[config.mk]
export PLATFORM = sky130hd
export DESIGN_NAME = ppp_lcp_option_negotiation_fsm
export DESIGN_NICKNAME = d
export VERILOG_FILES = /design/src/rtl/ppplcp_pkg.sv /design/src/rtl/ppplcp_step.sv /design/src/rtl/ppp_lcp_option_negotiation_fsm.sv
export SDC_FILE = /design/constraint.sdc
export NUM_CORES = 1
export LEC_CHECK = 0
export CORE_ASPECT_RATIO = 0.9
export CORE_MARGIN = 4
export CORE_UTILIZATION = 45
export CTS_CLUSTER_DIAMETER = 120
export CTS_CLUSTER_SIZE = 8
export DETAILED_ROUTE_END_ITERATION = 10
export DONT_BUFFER_PORTS = 1
export GPL_TIMING_DRIVEN = 1
export HOLD_SLACK_MARGIN = 0.06
export PLACE_DENSITY = 0.62
export SYNTH_ARGS = -nofsm -noshare
export SYNTH_HDL_FRONTEND = slang
export SYNTH_HIERARCHICAL = 1
export SYNTH_SLANG_ARGS = --single-unit
[constraint.sdc]
create_clock -name clk -period 2.6 [get_ports clk]
set_input_delay 0.13 -clock clk [delete_from_list [all_inputs] [get_ports clk]]
set_output_delay 0.13 -clock clk [all_outputs]
set_load 0.05 [all_outputs]
[src/rtl/ppplcp_pkg.sv]
`timescale 1ns / 1ps

package ppplcp_pkg;

    // Link states of the control automaton; codes 10 to 15 are never entered.
    typedef enum logic [3:0] {
        ST_INITIAL  = 4'd0,
        ST_STARTING = 4'd1,
        ST_CLOSED   = 4'd2,
        ST_STOPPED  = 4'd3,
        ST_CLOSING  = 4'd4,
        ST_STOPPING = 4'd5,
        ST_REQSENT  = 4'd6,
        ST_ACKRCVD  = 4'd7,
        ST_ACKSENT  = 4'd8,
        ST_OPENED   = 4'd9
    } link_state_t;

    // Event kinds carried on the input tuser.
    typedef enum logic [2:0] {
        EV_OPEN           = 3'd0,
        EV_CLOSE          = 3'd1,
        EV_PACKET         = 3'd2,
        EV_LOWER_UP       = 3'd3,
        EV_LOWER_DOWN     = 3'd4,
        EV_UPPER_STARTED  = 3'd5,
        EV_UPPER_FINISHED = 3'd6,
        EV_TIMEOUT        = 3'd7
    } event_t;

    typedef enum logic [1:0] {
        TMR_NONE  = 2'd0,
        TMR_START = 2'd1,
        TMR_STOP  = 2'd2
    } timer_cmd_t;

    typedef enum logic [2:0] {
        SIG_NONE     = 3'd0,
        SIG_UP       = 3'd1,
        SIG_DOWN     = 3'd2,
        SIG_STARTED  = 3'd3,
        SIG_FINISHED = 3'd4
    } layer_sig_t;

    // LCP packet codes.
    localparam logic [7:0] CODE_CONF_REQ  = 8'd1;
    localparam logic [7:0] CODE_CONF_ACK  = 8'd2;
    localparam logic [7:0] CODE_CONF_NAK  = 8'd3;
    localparam logic [7:0] CODE_CONF_REJ  = 8'd4;
    localparam logic [7:0] CODE_TERM_REQ  = 8'd5;
    localparam logic [7:0] CODE_TERM_ACK  = 8'd6;
    localparam logic [7:0] CODE_CODE_REJ  = 8'd7;
    localparam logic [7:0] CODE_PROTO_REJ = 8'd8;

    localparam logic [15:0] MIN_PACKET_LENGTH = 16'd4;

    // Configuration register indexes.
    localparam logic CFG_MAX_CONFIGURE = 1'b0;
    localparam logic CFG_MAX_TERMINATE = 1'b1;

    localparam logic [7:0] MAX_CONFIGURE_RESET = 8'd10;
    localparam logic [7:0] MAX_TERMINATE_RESET = 8'd2;

    // Input item payload, last field in the lowest bits.
    typedef struct packed {
        logic [5:0]  pad;
        logic        reply_buffer_busy;
        logic        request_buffer_busy;
        logic [15:0] packet_length;
        logic [7:0]  packet_code;
    } in_data_t;

    // Result item payload, last field in the lowest bits.
    typedef struct packed {
        logic [7:0]  packet_identifier;
        logic        protocol_rejected;
        layer_sig_t  layer_signal;
        timer_cmd_t  timer_command;
        logic        emit_code_rej;
        logic        emit_term_ack;
        logic        emit_term_req;
        logic        send_config_ack;
        logic        send_config_request;
        logic        event_error;
        link_state_t new_state;
    } result_t;

    // Persistent automaton context.
    typedef struct packed {
        link_state_t state;
        logic [7:0]  restart_counter;
        logic [7:0]  next_identifier;
    } ctx_t;

endpackage

[src/rtl/ppplcp_step.sv]
`timescale 1ns / 1ps

module ppplcp_step (
    input  ppplcp_pkg::ctx_t     ctx,
    input  logic [7:0]           max_configure,
    input  logic [7:0]           max_terminate,
    input  ppplcp_pkg::event_t   ev,
    input  ppplcp_pkg::in_data_t data,
    output ppplcp_pkg::ctx_t     ctx_next,
    output ppplcp_pkg::result_t  res
);
    import ppplcp_pkg::*;

    // Transition table: collect requested actions, then resolve buffer gating.
    always_comb
    begin
        link_state_t st_n;
        logic [7:0]  cnt_n;
        logic        want_scr;
        logic        want_sca;
        logic        want_str;
        logic        want_sta;
        logic        want_scj;
        logic        tmr_stop;
        layer_sig_t  sig;
        logic        err;
        logic        prej;
        logic        go_str;
        logic        go_sta;
        logic        go_scj;

        st_n     = ctx.state;
        cnt_n    = ctx.restart_counter;
        want_scr = 1'b0;
        want_sca = 1'b0;
        want_str = 1'b0;
        want_sta = 1'b0;
        want_scj = 1'b0;
        tmr_stop = 1'b0;
        sig      = SIG_NONE;
        err      = 1'b0;
        prej     = 1'b0;

        case (ev)
            EV_OPEN:
            begin
                case (ctx.state)
                    ST_INITIAL:
                    begin
                        sig  = SIG_STARTED;
                        st_n = ST_STARTING;
                    end
                    ST_CLOSED:
                    begin
                        cnt_n    = max_configure;
                        want_scr = 1'b1;
                        st_n     = ST_REQSENT;
                    end
                    ST_CLOSING: st_n = ST_STOPPING;
                    default:    err  = 1'b1;
                endcase
            end
            EV_CLOSE:
            begin
                case (ctx.state)
                    ST_STARTING:
                    begin
                        sig  = SIG_FINISHED;
                        st_n = ST_INITIAL;
                    end
                    ST_STOPPED:  st_n = ST_CLOSED;
                    ST_STOPPING: st_n = ST_CLOSING;
                    ST_OPENED, ST_REQSENT, ST_ACKRCVD, ST_ACKSENT:
                    begin
                        if (ctx.state == ST_OPENED)
                        begin
                            sig = SIG_DOWN;
                        end
                        cnt_n    = max_terminate;
                        want_str = 1'b1;
                        st_n     = ST_CLOSING;
                    end
                    default: err = 1'b1;
                endcase
            end
            EV_PACKET:
            begin
                if (data.packet_length < MIN_PACKET_LENGTH)
                begin
                    err = 1'b1;
                end
                else
                begin
                    case (data.packet_code)
                        CODE_CONF_REQ:
                        begin
                            case (ctx.state)
                                ST_CLOSED: want_sta = 1'b1;
                                ST_STOPPED:
                                begin
                                    cnt_n    = max_configure;
                                    want_scr = 1'b1;
                                    want_sca = 1'b1;
                                    st_n     = ST_ACKSENT;
                                end
                                ST_REQSENT, ST_ACKSENT:
                                begin
                                    want_sca = 1'b1;
                                    st_n     = ST_ACKSENT;
                                end
                                ST_ACKRCVD:
                                begin
                                    want_sca = 1'b1;
                                    tmr_stop = 1'b1;
                                    st_n     = ST_OPENED;
                                    sig      = SIG_UP;
                                end
                                ST_OPENED:
                                begin
                                    sig      = SIG_DOWN;
                                    want_scr = 1'b1;
                                    want_sca = 1'b1;
                                    st_n     = ST_ACKSENT;
                                end
                                default: ;
                            endcase
                        end
                        CODE_CONF_ACK:
                        begin
                            case (ctx.state)
                                ST_CLOSED, ST_STOPPED: want_sta = 1'b1;
                                ST_REQSENT:
                                begin
                                    cnt_n = max_configure;
                                    st_n  = ST_ACKRCVD;
                                end
                                ST_ACKRCVD:
                                begin
                                    want_scr = 1'b1;
                                    st_n     = ST_REQSENT;
                                end
                                ST_ACKSENT:
                                begin
                                    cnt_n    = max_configure;
                                    tmr_stop = 1'b1;
                                    st_n     = ST_OPENED;
                                    sig      = SIG_UP;
                                end
                                ST_OPENED:
                                begin
                                    sig      = SIG_DOWN;
                                    want_scr = 1'b1;
                                    st_n     = ST_REQSENT;
                                end
                                default: ;
                            endcase
                        end
                        CODE_CONF_NAK, CODE_CONF_REJ:
                        begin
                            case (ctx.state)
                                ST_CLOSED, ST_STOPPED: want_sta = 1'b1;
                                ST_REQSENT:
                                begin
                                    cnt_n    = max_configure;
                                    want_scr = 1'b1;
                                end
                                ST_ACKRCVD:
                                begin
                                    want_scr = 1'b1;
                                    st_n     = ST_REQSENT;
                                end
                                ST_ACKSENT:
                                begin
                                    cnt_n    = max_configure;
                                    want_scr = 1'b1;
                                end
                                ST_OPENED:
                                begin
                                    sig      = SIG_DOWN;
                                    want_scr = 1'b1;
                                    st_n     = ST_REQSENT;
                                end
                                default: ;
                            endcase
                        end
                        CODE_TERM_REQ:
                        begin
                            case (ctx.state)
                                ST_CLOSED, ST_STOPPED, ST_CLOSING, ST_STOPPING:
                                    want_sta = 1'b1;
                                ST_REQSENT, ST_ACKRCVD, ST_ACKSENT:
                                begin
                                    want_sta = 1'b1;
                                    st_n     = ST_REQSENT;
                                end
                                ST_OPENED:
                                begin
                                    sig      = SIG_DOWN;
                                    cnt_n    = 8'd0;
                                    want_sta = 1'b1;
                                    st_n     = ST_STOPPING;
                                end
                                default: ;
                            endcase
                        end
                        CODE_TERM_ACK:
                        begin
                            case (ctx.state)
                                ST_CLOSING:
                                begin
                                    tmr_stop = 1'b1;
                                    sig      = SIG_DOWN;
                                    st_n     = ST_CLOSED;
                                end
                                ST_STOPPING:
                                begin
                                    tmr_stop = 1'b1;
                                    st_n     = ST_STOPPED;
                                end
                                ST_OPENED:
                                begin
                                    sig      = SIG_DOWN;
                                    want_scr = 1'b1;
                                    st_n     = ST_REQSENT;
                                end
                                ST_ACKRCVD: st_n = ST_REQSENT;
                                default: ;
                            endcase
                        end
                        CODE_CODE_REJ:
                        begin
                            case (ctx.state)
                                ST_CLOSING:
                                begin
                                    tmr_stop = 1'b1;
                                    st_n     = ST_CLOSED;
                                end
                                ST_STOPPING, ST_REQSENT, ST_ACKRCVD, ST_ACKSENT:
                                begin
                                    tmr_stop = 1'b1;
                                    st_n     = ST_STOPPED;
                                end
                                ST_OPENED:
                                begin
                                    sig      = SIG_DOWN;
                                    cnt_n    = max_terminate;
                                    want_str = 1'b1;
                                    st_n     = ST_STOPPING;
                                end
                                default: ;
                            endcase
                        end
                        CODE_PROTO_REJ: prej = 1'b1;
                        default:        want_scj = 1'b1;
                    endcase
                end
            end
            EV_LOWER_UP:
            begin
                case (ctx.state)
                    ST_INITIAL:
                    begin
                        tmr_stop = 1'b1;
                        st_n     = ST_CLOSED;
                    end
                    ST_STARTING:
                    begin
                        cnt_n    = max_configure;
                        want_scr = 1'b1;
                        st_n     = ST_REQSENT;
                    end
                    default: ;
                endcase
            end
            EV_LOWER_DOWN:
            begin
                case (ctx.state)
                    ST_CLOSED, ST_CLOSING:
                    begin
                        tmr_stop = 1'b1;
                        st_n     = ST_INITIAL;
                    end
                    ST_STOPPED, ST_STOPPING, ST_REQSENT, ST_ACKRCVD, ST_ACKSENT,
                    ST_OPENED:
                    begin
                        sig      = SIG_DOWN;
                        tmr_stop = 1'b1;
                        st_n     = ST_STARTING;
                    end
                    default: ;
                endcase
            end
            EV_UPPER_STARTED:
            begin
                case (ctx.state)
                    ST_INITIAL: st_n = ST_STARTING;
                    ST_CLOSED:
                    begin
                        cnt_n    = max_configure;
                        want_scr = 1'b1;
                        st_n     = ST_REQSENT;
                    end
                    ST_CLOSING: st_n = ST_STOPPING;
                    default: ;
                endcase
            end
            EV_UPPER_FINISHED:
            begin
                case (ctx.state)
                    ST_STARTING: st_n = ST_INITIAL;
                    ST_STOPPED:  st_n = ST_CLOSED;
                    ST_STOPPING: st_n = ST_CLOSING;
                    ST_OPENED, ST_REQSENT, ST_ACKRCVD, ST_ACKSENT:
                    begin
                        cnt_n    = max_terminate;
                        want_str = 1'b1;
                        st_n     = ST_CLOSING;
                    end
                    default: ;
                endcase
            end
            EV_TIMEOUT:
            begin
                if (ctx.restart_counter != 8'd0)
                begin
                    // Retransmit: the counter counts down in every state.
                    cnt_n = ctx.restart_counter - 8'd1;
                    case (ctx.state)
                        ST_CLOSING, ST_STOPPING: want_str = 1'b1;
                        ST_REQSENT, ST_ACKRCVD:
                        begin
                            want_scr = 1'b1;
                            st_n     = ST_REQSENT;
                        end
                        ST_ACKSENT: want_scr = 1'b1;
                        default: ;
                    endcase
                end
                else
                begin
                    // Retries exhausted: give up.
                    case (ctx.state)
                        ST_CLOSING:
                        begin
                            st_n = ST_CLOSED;
                            sig  = SIG_FINISHED;
                        end
                        ST_STOPPING, ST_REQSENT, ST_ACKRCVD, ST_ACKSENT:
                        begin
                            st_n = ST_STOPPED;
                            sig  = SIG_FINISHED;
                        end
                        default: ;
                    endcase
                end
            end
            default: ;
        endcase

        // Terminate and code-reject sends that would land in a busy buffer are dropped.
        go_str = want_str & ~data.request_buffer_busy;
        go_sta = want_sta & ~data.reply_buffer_busy;
        go_scj = want_scj & ~data.reply_buffer_busy;

        ctx_next.state           = st_n;
        ctx_next.restart_counter = cnt_n;
        ctx_next.next_identifier = (go_str || go_sta) ? ctx.next_identifier + 8'd1
                                                      : ctx.next_identifier;

        res.new_state           = st_n;
        res.event_error         = err;
        res.send_config_request = want_scr;
        res.send_config_ack     = want_sca;
        res.emit_term_req       = go_str;
        res.emit_term_ack       = go_sta;
        res.emit_code_rej       = go_scj;
        res.layer_signal        = sig;
        res.protocol_rejected   = prej;
        res.packet_identifier   = (go_str || go_sta) ? ctx.next_identifier : 8'd0;

        // No event both starts and stops the timer.
        if (want_scr || go_str || go_sta)
        begin
            res.timer_command = TMR_START;
        end
        else if (tmr_stop)
        begin
            res.timer_command = TMR_STOP;
        end
        else
        begin
            res.timer_command = TMR_NONE;
        end
    end

endmodule

[src/rtl/ppp_lcp_option_negotiation_fsm.sv]
`timescale 1ns / 1ps
// An accepted item waits in the input register and moves to the result register when that
// register is free or being drained; the result is then shown on the output.
// Throughput: one item per cycle while the output is not stalled; the link context updates
// as an item moves from the input register to the result register, so each item sees the
// state its predecessor left. Reset (rst_n low, asynchronous): both stages empty, link
// state initial, restart counter and identifier zero, max_configure 10 and max_terminate 2.

module ppp_lcp_option_negotiation_fsm (
    input  logic        clk,
    input  logic        rst_n,

    input  logic        s_tvalid,
    output logic        s_tready,
    input  logic [31:0] s_tdata,   // packet_code, packet_length, request_buffer_busy,
                                   // reply_buffer_busy, zero fill
    input  logic [2:0]  s_tuser,   // req_type

    output logic        m_tvalid,
    input  logic        m_tready,
    output logic [23:0] m_tdata,   // new_state, event_error, send_config_request,
                                   // send_config_ack, emit_term_req,
                                   // emit_term_ack, emit_code_rej, timer_command,
                                   // layer_signal, protocol_rejected, packet_identifier

    input  logic        cfg_valid,
    output logic        cfg_ready,
    input  logic        cfg_index,
    input  logic [7:0]  cfg_data
);
    import ppplcp_pkg::*;

    logic       in_valid_reg;
    logic       in_valid_next;
    event_t     in_ev_reg;
    in_data_t   in_data_reg;
    logic       out_valid_reg;
    logic       out_valid_next;
    result_t    res_reg;
    result_t    nxt_res;
    ctx_t       ctx_reg;
    ctx_t       ctx_next;
    logic [7:0] max_configure_reg;
    logic [7:0] max_terminate_reg;
    logic       advance;
    logic       in_take;

    // Move an item forward when the result register is free or being drained.
    assign advance   = in_valid_reg && (!out_valid_reg || m_tready);
    assign s_tready  = !in_valid_reg || advance;
    assign in_take   = s_tvalid && s_tready;
    assign cfg_ready = 1'b1;

    assign in_valid_next  = in_take ? 1'b1 : (advance ? 1'b0 : in_valid_reg);
    assign out_valid_next = advance ? 1'b1 : ((out_valid_reg && m_tready) ? 1'b0
                                                                          : out_valid_reg);

    ppplcp_step u_step (
        .ctx           (ctx_reg),
        .max_configure (max_configure_reg),
        .max_terminate (max_terminate_reg),
        .ev            (in_ev_reg),
        .data          (in_data_reg),
        .ctx_next      (ctx_next),
        .res           (nxt_res)
    );

    // Pipeline control and link context.
    always_ff @(posedge clk or negedge rst_n)
    begin
        if (!rst_n)
        begin
            in_valid_reg  <= 1'b0;
            out_valid_reg <= 1'b0;
            ctx_reg.state           <= ST_INITIAL;
            ctx_reg.restart_counter <= 8'd0;
            ctx_reg.next_identifier <= 8'd0;
        end
        else
        begin
            in_valid_reg  <= in_valid_next;
            out_valid_reg <= out_valid_next;
            if (advance)
            begin
                ctx_reg <= ctx_next;
            end
        end
    end

    // Payload registers.
    always_ff @(posedge clk)
    begin
        if (in_take)
        begin
            in_ev_reg   <= event_t'(s_tuser);
            in_data_reg <= in_data_t'(s_tdata);
        end
        if (advance)
        begin
            res_reg <= nxt_res;
        end
    end

    // Configuration registers.
    always_ff @(posedge clk or negedge rst_n)
    begin
        if (!rst_n)
        begin
            max_configure_reg <= MAX_CONFIGURE_RESET;
            max_terminate_reg <= MAX_TERMINATE_RESET;
        end
        else if (cfg_valid && cfg_ready)
        begin
            if (cfg_index == CFG_MAX_CONFIGURE)
            begin
                max_configure_reg <= cfg_data;
            end
            else
            begin
                max_terminate_reg <= cfg_data;
            end
        end
    end

    assign m_tvalid = out_valid_reg;
    assign m_tdata  = res_reg;

`ifndef SYNTHESIS
    // The link context only changes when an item is processed.
    a_ctx_on_advance: assert property (@(posedge clk) disable iff (!rst_n)
        (ctx_reg != $past(ctx_reg)) |-> $past(advance))
        else $error("link context changed without an item");

    // The identifier moves on only when a terminate packet goes out.
    a_ident_use: assert property (@(posedge clk) disable iff (!rst_n)
        (ctx_reg.next_identifier != $past(ctx_reg.next_identifier)) |->
        $past(advance && (nxt_res.emit_term_req || nxt_res.emit_term_ack)))
        else $error("identifier advanced without a terminate send");

    // A nonzero identifier only accompanies a terminate send.
    a_ident_field: assert property (@(posedge clk) disable iff (!rst_n)
        (m_tvalid && (res_reg.packet_identifier != 8'd0)) |->
        (res_reg.emit_term_req || res_reg.emit_term_ack))
        else $error("identifier reported without a terminate send");

    // One event never emits both terminate packets.
    a_one_term: assert property (@(posedge clk) disable iff (!rst_n)
        m_tvalid |-> !(res_reg.emit_term_req && res_reg.emit_term_ack))
        else $error("terminate request and ack in one result");

    // Input side only stalls while an item is held.
    a_stall_reason: assert property (@(posedge clk) disable iff (!rst_n)
        !s_tready |-> (in_valid_reg && out_valid_reg && !m_tready))
        else $error("input stalled without a blocked item");
`endif

endmodule
# Yosys cells after proc, flatten, opt, wreduce, memory -nomap -nowiden
# Cells that the tools add are included.
[totals] regBits=91 in_bits=49 wordCells=196 output_inout_bits=27
[classes] n_reduce_logical=47 bitwise=8 add_sub_neg=2 n_eq_ne=34 muxes=81 order_cmp=1
[ops] cell="2-to-1 mux 8 bit" count=9
[ops] cell="case mux 4 bit (3 select lines)" count=5
[ops] cell="case mux 4 bit (6 select lines)" count=2
[ops] cell="case mux 4 bit (2 select lines)" count=5
[ops] cell="case mux 8 bit (5 select lines)" count=1
[ops] cell="2-to-1 mux 1 bit" count=34
[ops] cell="== test 8 x 3 -> 1 bit (second input constant)" count=4
[ops] cell="case mux 8 bit (4 select lines)" count=1
[ops] cell="OR reduction 2 bit" count=12
[ops] cell="== test 4 x 3 -> 1 bit (second input constant)" count=4
[ops] cell="== test 8 x 2 -> 1 bit (second input constant)" count=2
[ops] cell="less-than comparator 16 x 3 -> 1 bit (second input constant)" count=1
[ops] cell="2-to-1 mux 4 bit" count=4
[ops] cell="OR reduction 4 bit" count=4
[ops] cell="OR reduction 8 bit" count=2
[ops] cell="case mux 3 bit (5 select lines)" count=1
[ops] cell="OR reduction 5 bit" count=3
[ops] cell="== test 3 bit (second input constant)" count=4
[ops] cell="case mux 1 bit (3 select lines)" count=4
[ops] cell="case mux 1 bit (4 select lines)" count=3
[ops] cell="case mux 3 bit (4 select lines)" count=1
[ops] cell="AND reduction 12 bit" count=1
[ops] cell="OR reduction 3 bit" count=4
[ops] cell="2-to-1 mux 2 bit" count=5
[ops] cell="other kinds (30)" count=57

# Depth between registers and ports, before layout
# Gate-level depths: netlist (run 1).
[logic_depth] word_depth=9 depth_mapped=13 mapped_depth_nobuf=11

# By module
# Netlist (run 1), hierarchy kept.
[by_module_without_submodules] mod="ppp_lcp_option_negotiation_fsm" instances=1 seq_area_each_um2=2726.4 cells_per_inst=147 area_per_inst_um2=3306.9
[by_module_without_submodules] mod="ppplcp_step" instances=1 seq_area_each_um2=0.0 cells_per_inst=491 area_per_inst_um2=2937.8

# Worst setup path after synthesis (run 1)
# Ideal clock, no wire load.
[synth_path] path_kind="flip-flop to flip-flop" startpoint="register ctx_reg[18] (netlist name)" endpoint="register ctx_reg[14] (netlist name)" path_buffers=2 arrival_ns=2.646 setup_time_ns=0.125 period_less_slack_ns=2.772 setup_slack_ns=-0.172 path_stages_with_launch=11 required_time_ns=2.475 cell_sequence="dfrtp_1 -> buf_2 -> or3b_2 -> clkbuf_1 -> a21oi_2 -> mux2_2 -> a211oi_1 -> nor2_1 -> a211oi_1 -> a21oi_1 -> mux2_4"
[synth_between] elab_chain_cells=4 elab_cells_between_ends=17 cone_classes="eq/ne: 14; reduce/logical: 3"
[synth_rtl] element="start, declared" line_no="ppp_lcp_option_negotiation_fsm.sv:41" text="ctx_t ctx_reg;"
[synth_rtl] element="start signal, assigned" line_no="ppp_lcp_option_negotiation_fsm.sv:85" text="ctx_reg <= ctx_next;"
[synth_rtl] element="== test 4 x 3 -> 1 bit, or another cell as far along"
[synth_rtl] element="OR reduction 4 bit (no line) / OR reduction 2 bit (equally long branches)"
[synth_rtl] element="inequality test 2 x 1 -> 1 bit (no line) / inequality test 3 bit (equally long branches)"
[synth_rtl] element="AND reduction 12 bit (no line) *"
# Mark *: on every way between the ends. The rest lies on a longest branch, timed or not.
# A chain may end at the register's enable or synchronous reset.

# Final worst setup path (run 1)
[layout_path] startpoint="register in_data_reg[5] (netlist name)" endpoint="register ctx_reg[1] (netlist name)"
[layout_between] elab_chain_cells=8 elab_cells_between_ends=17 cone_classes="eq/ne: 6; mux: 6; bitwise: 2; reduce/logical: 3"
[layout_rtl] element="start, declared" line_no="ppp_lcp_option_negotiation_fsm.sv:36" text="in_data_t in_data_reg;"
[layout_rtl] element="start signal, assigned" line_no="ppp_lcp_option_negotiation_fsm.sv:96" text="in_data_reg <= in_data_t'(s_tdata);"
[layout_rtl] element="== test 8 x 2 -> 1 bit / == test 8 x 3 -> 1 bit (equally long branches)" line_no="ppplcp_step.sv:94" text="case (data.packet_code)"
[layout_rtl] element="OR reduction 3 bit (no line)"
[layout_rtl] element="case mux 1 bit (3 select lines)" line_no="ppplcp_step.sv:94"
[layout_rtl] element="2-to-1 mux 1 bit" line_no="ppplcp_step.sv:88" text="if (data.packet_length < MIN_PACKET_LENGTH)"
[layout_rtl] element="2-to-1 mux 1 bit" line_no="ppplcp_step.sv:44" text="case (ev)"
[layout_rtl] element="AND 1 bit" line_no="ppplcp_step.sv:362" text="go_sta = want_sta & ~data.reply_buffer_busy;"
[layout_rtl] element="logical OR 1 bit *" line_no="ppplcp_step.sv:367" text="ctx_next.next_identifier = (go_str || go_sta) ? ctx.next_identifier + 8'd1"
[layout_rtl] element="AND reduction 2 bit (no line) *"
# Marks and branches as above.

==> flow_metrics.tcl, run 1 <==
set metrics [dict create \
    crit_path_max_fanout 7 \
    grt_max_degree 39 \
    final_nets 830 \
    skew_ps 9.725 \
    rsz0062_at_grt "true" \
    antenna_found_initial 0 \
    syn_area_um2 6005 \
    clkTransAtPathRegs_ps 70 \
    powerDensity_nw_per_um2 813.1 \
    required_ps 2840 \
    hp-class "in -> reg" \
    dieArea_um2 15260 \
    ctsRootBufferMaster "clkbuf_16" \
    synth_cells 630 \
    finalSetupViolations 8 \
    num_vias 5933 \
    num_antenna_cells 0 \
    gp_congestion 0.9805 \
    power_uw 6630 \
    ir_drop_mv 0.5053 \
    drc_errors 0 \
    rr_endpoint "ctx_reg[1]" \
    clock_sinks 89 \
    hold_viol 0 \
    period_minus_slack_ps 2650 \
    ios 76 \
    fin_area_um2 8154 \
    post-route-period-util_pct 101.9 \
    fp-row-count 39 \
    reg2reg_depth 8 \
    start_util_pct 46.61 \
    core_area_um2 12880 \
    cts_made_buffers 9 \
    slew_headroom_pct 51.51 \
    grt_overflow 0 \
    drt-pass1-iter-count 6 \
    first_global_vias 5661 \
    endpoint "ctx_reg[1]" \
    drive_gt1_share_pct 35.38 \
    worst_slew_pin_slew_ps 725.9 \
    crit_start "in_data_reg[5]" \
    syn_avg_cell_area_um2 9.531 \
    syn_nets 682 \
    wl_per_cell_um 21.68 \
    area_growth_pct 35.80 \
    cap_violations 0 \
    crit-reg2reg-launch "in_data_reg[5]" \
    grt.total_usage_pct 26.33 \
    ys_warn_count 6 \
    outcome "finished with violations" \
    crit_arrival_ps 2890 \
    htree_levels 3 \
    drt-total-wl_mm 20.53 \
    crit_path_end_kind "flip-flop" \
    drtAntennaViolNets 0 \
    die_w_um 129.8 \
    path_class "reg -> reg" \
    io_buffers 0 \
    avgViaCountPerCell 6.265 \
    initialDrtViolationCount 833 \
    clockBufferDepth 2 \
    max_freq_mhz 377.4 \
    die_h_um 117.6 \
    cp-start-kind "flip-flop" \
    slew_viol_final 0 \
    grt_pass1_wl_mm 31.33 \
    insertion_delay_ps 360 \
    placed_cell_area_um2 7069 \
    cts_tree "done" \
    fin_ws_ps -49.59 \
    violations "setup timing" \
    p_leak_uw 0.003248 \
    r2r_slack_ps -50 \
    dp_hpwl_mm 15.24 \
]
## routing by layer
layer	GRT usage (%)	share of wire [%]	vias to the layer above
met1	36.85	42	2815
met2	40.34	46	360
met5	0	0	-
met3	5.853	9.6	68
met4	8.636	2.9	0
li1	-	-	2690
## worst max-delay path, stage by stage, from the launching register on
cell and delay (ps):
edfxtp_1 390, or4_4 620, nor2_8 160, nand4_4 80, or3b_4 390, o21ba_4 250, clkinv_4 80, mux2_4 290
mux2_4 260
## per-stage QoR
stage          worst slack [ps]  util, %  TNS, ps  hold slack [ps]  std cells
6_report                 -49.59    63.30   -256.0            199.8        947
5_1_grt                  -149.1    63.30    -1636            192.5        947
4_1_cts                  -78.94    60.64   -369.3            190.7        933
3_5_place_dp             -91.19    54.88   -552.5           -164.7        878
3_3_place_gp             -60.36    54.88   -173.3           -164.6        878
2_1_floorplan            -11.04        -   -11.04           -165.6        630
## area by class of cell
| cell class | instances | area (um2) |
|---|---|---|
| Clock buffer | 9 | 225.2 |
| Inverter | 14 | 57.56 |
| Multi-Input combinational cell | 472 | 3490 |
| Tap cell | 164 | 205.2 |
| Fill cell | 1064 | 4728 |
| Timing Repair Buffer | 192 | 1619 |
| Clock inverter | 7 | 67.56 |
| Sequential cell | 89 | 2490 |
## worst min-delay path by stage
stage / start / endpoint / slack (ps) / depth (start not counted)
after floorplan: rst_n / ctx_reg[0] / -170 / 0
after global placement: rst_n / ctx_reg[18] / -160 / 0
after detailed placement: rst_n / ctx_reg[16] / -160 / 0
after CTS: cfg_index / max_configure_reg[3] / 190 / 2
after global routing: cfg_index / max_configure_reg[3] / 190 / 2
final: m_tready / in_valid_reg / 200 / 3
## placed cells by master (no fill, tap or decap), types with 6 or more instances in the layout
master         instances
a211oi_1              12
a21oi_1               45
a221oi_1               6
a222oi_1               6
a31oi_1                9
and2_1                10
buf_4                140
buf_6                  8
clkbuf_16              9
dfrtp_1               32
dlygate4sd3_1         38
edfxtp_1              51
inv_1                 10
mux2_2                17
mux2_4                22
mux2i_1                6
nand2_1               48
nand2b_1               7
nand3_1               19
nor2_1                56
nor3_1                16
o211ai_1               6
o21ai_0               22
o22ai_1                8
o32a_1                 6
xor2_1                 7
## report_power, final
part | switching, uW | total (uW) | internal, uW
clock network | 601 | 1280 | 676
registers | 359 | 2090 | 1730
logic | 1740 | 3260 | 1520
## timing repair
item,in CTS,in global routing
setup buffers,0,15
pin swaps,4,22
endpoints found under the setup margin,19,24
endpoints found under the hold margin,83,0
hold buffers,39,0
resized for setup,14,54
No activity file was read; power rests on OpenSTA's default activity.
==> run 2: changes to the inputs <==
--- a/config.mk
+++ b/config.mk
@@ -5,17 +5,16 @@
 export SDC_FILE = /design/constraint.sdc
 export NUM_CORES = 1
 export LEC_CHECK = 0
+export BUFFER_PORTS_ARGS = -buffer_cell sky130_fd_sc_hd__buf_2
 export CORE_ASPECT_RATIO = 0.9
 export CORE_MARGIN = 4
 export CORE_UTILIZATION = 45
 export CTS_CLUSTER_DIAMETER = 120
 export CTS_CLUSTER_SIZE = 8
 export DETAILED_ROUTE_END_ITERATION = 10
-export DONT_BUFFER_PORTS = 1
 export GPL_TIMING_DRIVEN = 1
 export HOLD_SLACK_MARGIN = 0.06
-export PLACE_DENSITY = 0.62
+export PLACE_DENSITY = 0.68
 export SYNTH_ARGS = -nofsm -noshare
 export SYNTH_HDL_FRONTEND = slang
-export SYNTH_HIERARCHICAL = 1
 export SYNTH_SLANG_ARGS = --single-unit
==> flow_metrics.tcl, run 2 <==
set metrics [dict create \
    core_area_um2 11570 \
    powerDensity_nw_per_um2 747.4 \
    pwr-share-seq_pct 37.9 \
    ctsRootBufferMaster "clkbuf_16" \
    drt-total-wl_mm 15.37 \
    start_util_pct 46.69 \
    dp_hpwl_mm 10.78 \
    wl_per_cell_um 18.15 \
    mostFrequentLayoutCells "66 x buf_2, 51 x edfxtp_1, 50 x nand2_1" \
    fin_tns_setup_ps 0 \
    synth_top_area_share_pct 28.34 \
    synthTopCellsByCount "51 x edfxtp_1, 50 x nand2_1, 40 x nor2_1" \
    avgViaCountPerCell 5.962 \
    placed_cell_area_um2 6127 \
    syn_avg_cell_area_um2 9.481 \
    insertion_delay_ps 340 \
    utilization_pct 58.68 \
    cts_setup_buffers 0 \
    num_antenna_cells 0 \
    period_minus_slack_ps 2468 \
    grt_max_degree 39 \
    mostFrequentLayoutCell "buf_2" \
    p_sw_uw 1928 \
    syn_nets 621 \
    cts_made_buffers 9 \
    fp-row-count 37 \
    slew_viol_final 0 \
    crit_path_end_kind "flip-flop" \
    clkTransAtPathRegs_ps 60 \
    final_nets 737 \
    ir_drop_mv 0.4361 \
    path_cells "buf_4 -> or4b_1 -> a41oi_1 -> a2111oi_2 -> o2111ai_2 -> mux2_2" \
    post-route-period-util_pct 94.92 \
    dieArea_um2 13830 \
    crit_path_max_fanout 13 \
    required_ps 2830 \
    synthArstFlopShare_pct 42.70 \
    synth_seq_cells 89 \
    pwr-share-comb_pct 38.6 \
    finalSetupViolations 0 \
    num_vias 5050 \
    synthMostInstantiatedCell "edfxtp_1" \
    cp_slowest_cell "or4b_1" \
    slew_headroom_pct 42.36 \
    syn_area_um2 5404 \
    grt_pass1_wl_mm 24.73 \
    worst_slew_pin_slew_ps 864.6 \
    synth_cells 570 \
    io_buffers 66 \
    sw_frac_of_total_pct 37.98 \
    netlist_top_cells_area "edfxtp_1 28%, dfrtp_1 16%, mux2_2 4.0%" \
    yosysUniqueCellTypes 78 \
    pwr-share-clk_pct 23.4 \
    fin_area_um2 6792 \
    gp_congestion 0.9426 \
    outcome "finished, final reports clean" \
    hp-class "in -> reg" \
    synth_edf_count 51 \
    hold_viol 0 \
    ys_warn_count 0 \
    drive_gt1_share_pct 24.17 \
    initialDrtViolationCount 595 \
    clockBufferDepth 2 \
    synth_flop_cell "edfxtp_1" \
    htree_levels 3 \
    grt.total_usage_pct 22.79 \
    seq_area_frac_synth_pct 46.01 \
    dpl.cell_count 794 \
    p_int_uw 3148 \
    p_leak_uw 0.002662 \
    max_freq_mhz 405.2 \
    die_h_um 112.0 \
    skew_ps 4.565 \
    cts_tree "done" \
    fin_cells 847 \
    cap_violations 0 \
    clock_sinks 89 \
    drc_errors 0 \
    cp-start-kind "flip-flop" \
    first_global_vias 4795 \
    crit_arrival_ps 2700 \
    synth.largest_area_cell "edfxtp_1" \
    ios 76 \
    critPathMaxStageDelay_ps 600 \
    grt_overflow 0 \
    die_w_um 123.5 \
    drtAntennaViolNets 0 \
    drt-pass1-iter-count 5 \
    antenna_found_initial 0 \
    path_class "reg -> reg" \
    rsz0062_at_grt "false" \
    area_growth_pct 25.68 \
]
## run 2: metal layers
metal  share of wire, %  vias to the layer above  global-route usage (%)
met5                  0                        -                       0
met4                2.1                        0                   7.454
met3                9.7                       26                   5.587
met2                 45                      290                   33.70
met1                 43                     2343                   32.74
li1                   -                     2391                       -
## run 2: power by group through the flow
stage,Combinational (uW),Clock (uW),Sequential [uW]
floorplan,1170,0,2030
global placement,1860,0,1930
detailed placement,1860,0,1950
CTS,1920,1230,1920
global route,2120,1290,1950
finish,1960,1190,1930
## run 2: kinds of logic (layout without fill, tap and decap cells)
| group | Yosys count | in the layout | synth area share [%] |
|---|---|---|---|
| fa+ha+maj | 2 | 2 | 0.4630 |
| compound gates | 171 | 171 | 21.56 |
| buf+inv | 63 | 184 | 4.793 |
| simple gates | 205 | 205 | 19.75 |
| flops | 89 | 89 | 46.01 |
| xor+xnor | 14 | 14 | 2.269 |
| other cells | 1 | 1 | 0.06939 |
| mux | 25 | 25 | 5.094 |
## run 2: path summary, 6_finish.rpt
check / start / to / slack, ps / cells after the start
setup / recovery: in_data_reg[1] / ctx_reg[12] / 130 / 6
hold / removal: m_tready / m_tvalid / 90 / 3
setup reg to reg: in_data_reg[1] / ctx_reg[12] / 130 / 6
hold reg to reg: ctx_reg[7] / ctx_reg[7] / 460 / 1
max in group asynchronous: rst_n / max_terminate_reg[7] / 1610 / 2
min in group asynchronous: rst_n / ctx_reg[7] / 440 / 2
## run 2: repair_timing
item                                   CTS  global route
setup endpoints to repair                0             6
hold buffers                            37             0
endpoints found under the hold margin   79             0
gates resized for setup                  0             5
## run 2: per-stage QoR
step / hold slack [ps] / setup WS (ps) / total power [uW]
5_1_grt: 87.54 / 18.92 / 5365
3_3_place_gp: 272.7 / 154.5 / 3794
6_report: 86.40 / 132.1 / 5076
2_1_floorplan: -165.6 / 54.81 / 3199
3_5_place_dp: 288.1 / 177.8 / 3808
4_1_cts: 78.49 / 157.4 / 5068
## run 2: cell type report
| cell class | instances | area (um2) |
|---|---|---|
| fillers | 1028 | 4782 |
| clock buffers | 10 | 229.0 |
| multi-input cells | 418 | 2681 |
| flip-flops and latches | 89 | 2486 |
| repair buffers | 153 | 1101 |
| well taps | 156 | 195.2 |
| clock inverters | 6 | 42.54 |
| inverters | 15 | 56.30 |
## run 2: critical path: cells and delay by family, from the launching register on
| kind | cells | cell delay [ps] |
|---|---|---|
| AO/OA/AOI/OAI | 3 | 810 |
| buffers and inverters | 1 | 190 |
| flip-flops | 1 | 370 |
| multiplexers | 1 | 390 |
| AND/OR/NAND/NOR | 1 | 600 |
==> run 3: changes to the inputs <==
--- a/config.mk
+++ b/config.mk
@@ -14,7 +14,8 @@
 export DETAILED_ROUTE_END_ITERATION = 10
 export GPL_TIMING_DRIVEN = 1
 export HOLD_SLACK_MARGIN = 0.06
-export PLACE_DENSITY = 0.68
+export PLACE_DENSITY = 0.65
+export SETUP_SLACK_MARGIN = 0.3
 export SYNTH_ARGS = -nofsm -noshare
 export SYNTH_HDL_FRONTEND = slang
 export SYNTH_SLANG_ARGS = --single-unit
==> constraint.sdc (replaced) <==
create_clock -name clk -period 2.7 [get_ports clk]
set_input_delay 0.135 -clock clk [delete_from_list [all_inputs] [get_ports clk]]
set_output_delay 0.135 -clock clk [all_outputs]
set_load 0.05 [all_outputs]
==> flow_metrics.tcl, run 3 (synthesized netlist as in run 2, its figures left out) <==
set metrics [dict create \
    outcome "finished, final reports clean" \
    ios 76 \
    start_util_pct 46.69 \
    post-route-period-util_pct 86.92 \
    core_area_um2 11570 \
    fill_cells 997 \
    max_freq_mhz 426.1 \
    powerDensity_nw_per_um2 711.9 \
    hp-class "in -> reg" \
    grt.total_usage_pct 23.19 \
    grt_overflow 0 \
    drt-total-wl_mm 15.57 \
    final_nets 739 \
    clock_sinks 89 \
    rsz0062_at_grt "true" \
    cts_made_buffers 9 \
    mostFrequentLayoutCell "buf_2" \
    first_global_vias 4796 \
    die_w_um 123.5 \
    area_growth_pct 28.32 \
    cap_violations 0 \
    fp-row-count 37 \
    period_minus_slack_ps 2347 \
    worst_slew_pin_slew_ps 885.8 \
    grt_max_degree 39 \
    clkTransAtPathRegs_ps 60 \
    finalSetupViolations 0 \
    antenna_found_initial 0 \
    wl_per_cell_um 18.34 \
    insertion_delay_ps 350 \
    grt_pass1_wl_mm 25.18 \
    crit_path_end_kind "flip-flop" \
    drc_errors 0 \
    htree_levels 3 \
    gp_congestion 0.9616 \
    drt-pass1-iter-count 5 \
    dp_hpwl_mm 11.14 \
    ir_drop_mv 0.5570 \
    hold_viol 0 \
    num_vias 4982 \
    required_ps 2960 \
    mostFrequentLayoutCells "66 x buf_2, 51 x edfxtp_1, 49 x nand2_1" \
    initialDrtViolationCount 424 \
    fin_cells 849 \
    cp-start-kind "flip-flop" \
    skew_ps 7.184 \
    crit_path_max_fanout 8 \
    ctsRootBufferMaster "clkbuf_16" \
    num_antenna_cells 0 \
    avgViaCountPerCell 5.868 \
    cts_tree "done" \
    p_leak_uw 0.002697 \
    slew_headroom_pct 40.95 \
    dieArea_um2 13830 \
    drtAntennaViolNets 0 \
    fin_tns_setup_ps 0 \
    die_h_um 112.0 \
    io_buffers 66 \
    clockBufferDepth 2 \
    dpl.cell_count 792 \
    drive_gt1_share_pct 26.26 \
    slew_viol_final 0 \
    crit_arrival_ps 2610 \
    path_class "reg -> reg" \
]
==> run 3: cell types whose count changed in the layout (fill, tap and decap cells not counted), sizes merged <==
cell      before  now
clkinv         4    3
buf          116  118
clkbuf        10   11
inv           15   13
clkinvlp       2    3
bufinv         0    1
==> run 3: per-layer routing <==
| metal | track usage [%] | part of all wire, % |
|---|---|---|
| met2 | 35.36 | 46 |
| met3 | 5.790 | 8.4 |
| met1 | 32.59 | 44 |
| met5 | 0 | 0 |
| met4 | 6.937 | 1.8 |
==> run 3: path summary, 6_finish.rpt <==
check | cells after the start | slack (ps) | start | end
setup / recovery | 6 | 350 | ctx_reg[19] | ctx_reg[11]
hold / removal | 3 | 90 | m_tready | m_tvalid
setup reg to reg | 6 | 350 | ctx_reg[19] | ctx_reg[11]
hold reg to reg | 1 | 460 | ctx_reg[7] | ctx_reg[7]
max in group asynchronous | 2 | 1640 | rst_n | ctx_reg[19]
min in group asynchronous | 2 | 450 | rst_n | ctx_reg[6]
==> run 3: per-stage QoR <==
step	hold WS [ps]	area, um2	setup WS [ps]	util, %	power (uW)
after floorplan	-160.6	5405	435.7	-	3080
after global placement	291.4	6125	203.4	52.92	3618
after detailed placement	309.5	6125	204.2	52.92	3633
after CTS	78.36	6840	267.7	59.10	4919
after global routing	92.98	6934	270.6	59.91	5232
final	88.85	6934	353.1	59.91	4936
==> run 3: what timing repair did <==
action	in CTS	in global routing
setup endpoints to repair	13	28
pin swaps	1	1
buffers inserted	2	2
hold buffers	37	0
hold endpoints to repair	79	0
gates resized for setup	6	21
==> run 3: layout make-up <==
cell class / instances / area (um2) / area share [%]
Clock inverter: 5 / 56.30 / 0.8120
Tap cell: 156 / 195.2 / 2.815
Inverter: 15 / 60.06 / 0.8661
Multi-Input combinational cell: 418 / 2754 / 39.71
Clock buffer: 11 / 232.7 / 3.356
Timing Repair Buffer: 155 / 1147 / 16.55
Sequential cell: 89 / 2489 / 35.89
==> run 3: where the power goes <==
group	internal, uW	switching, uW
Clock	714	493
Sequential	1660	197
Combinational	749	1120
==> run 3: worst max-delay path, cell delays in order, from the launching register on <==
cell	delay, ps
dfrtp_2	430
or3b_4	430
a221o_1	370
a2111oi_4	380
o2111ai_4	230
buf_6	210
o31ai_2	220
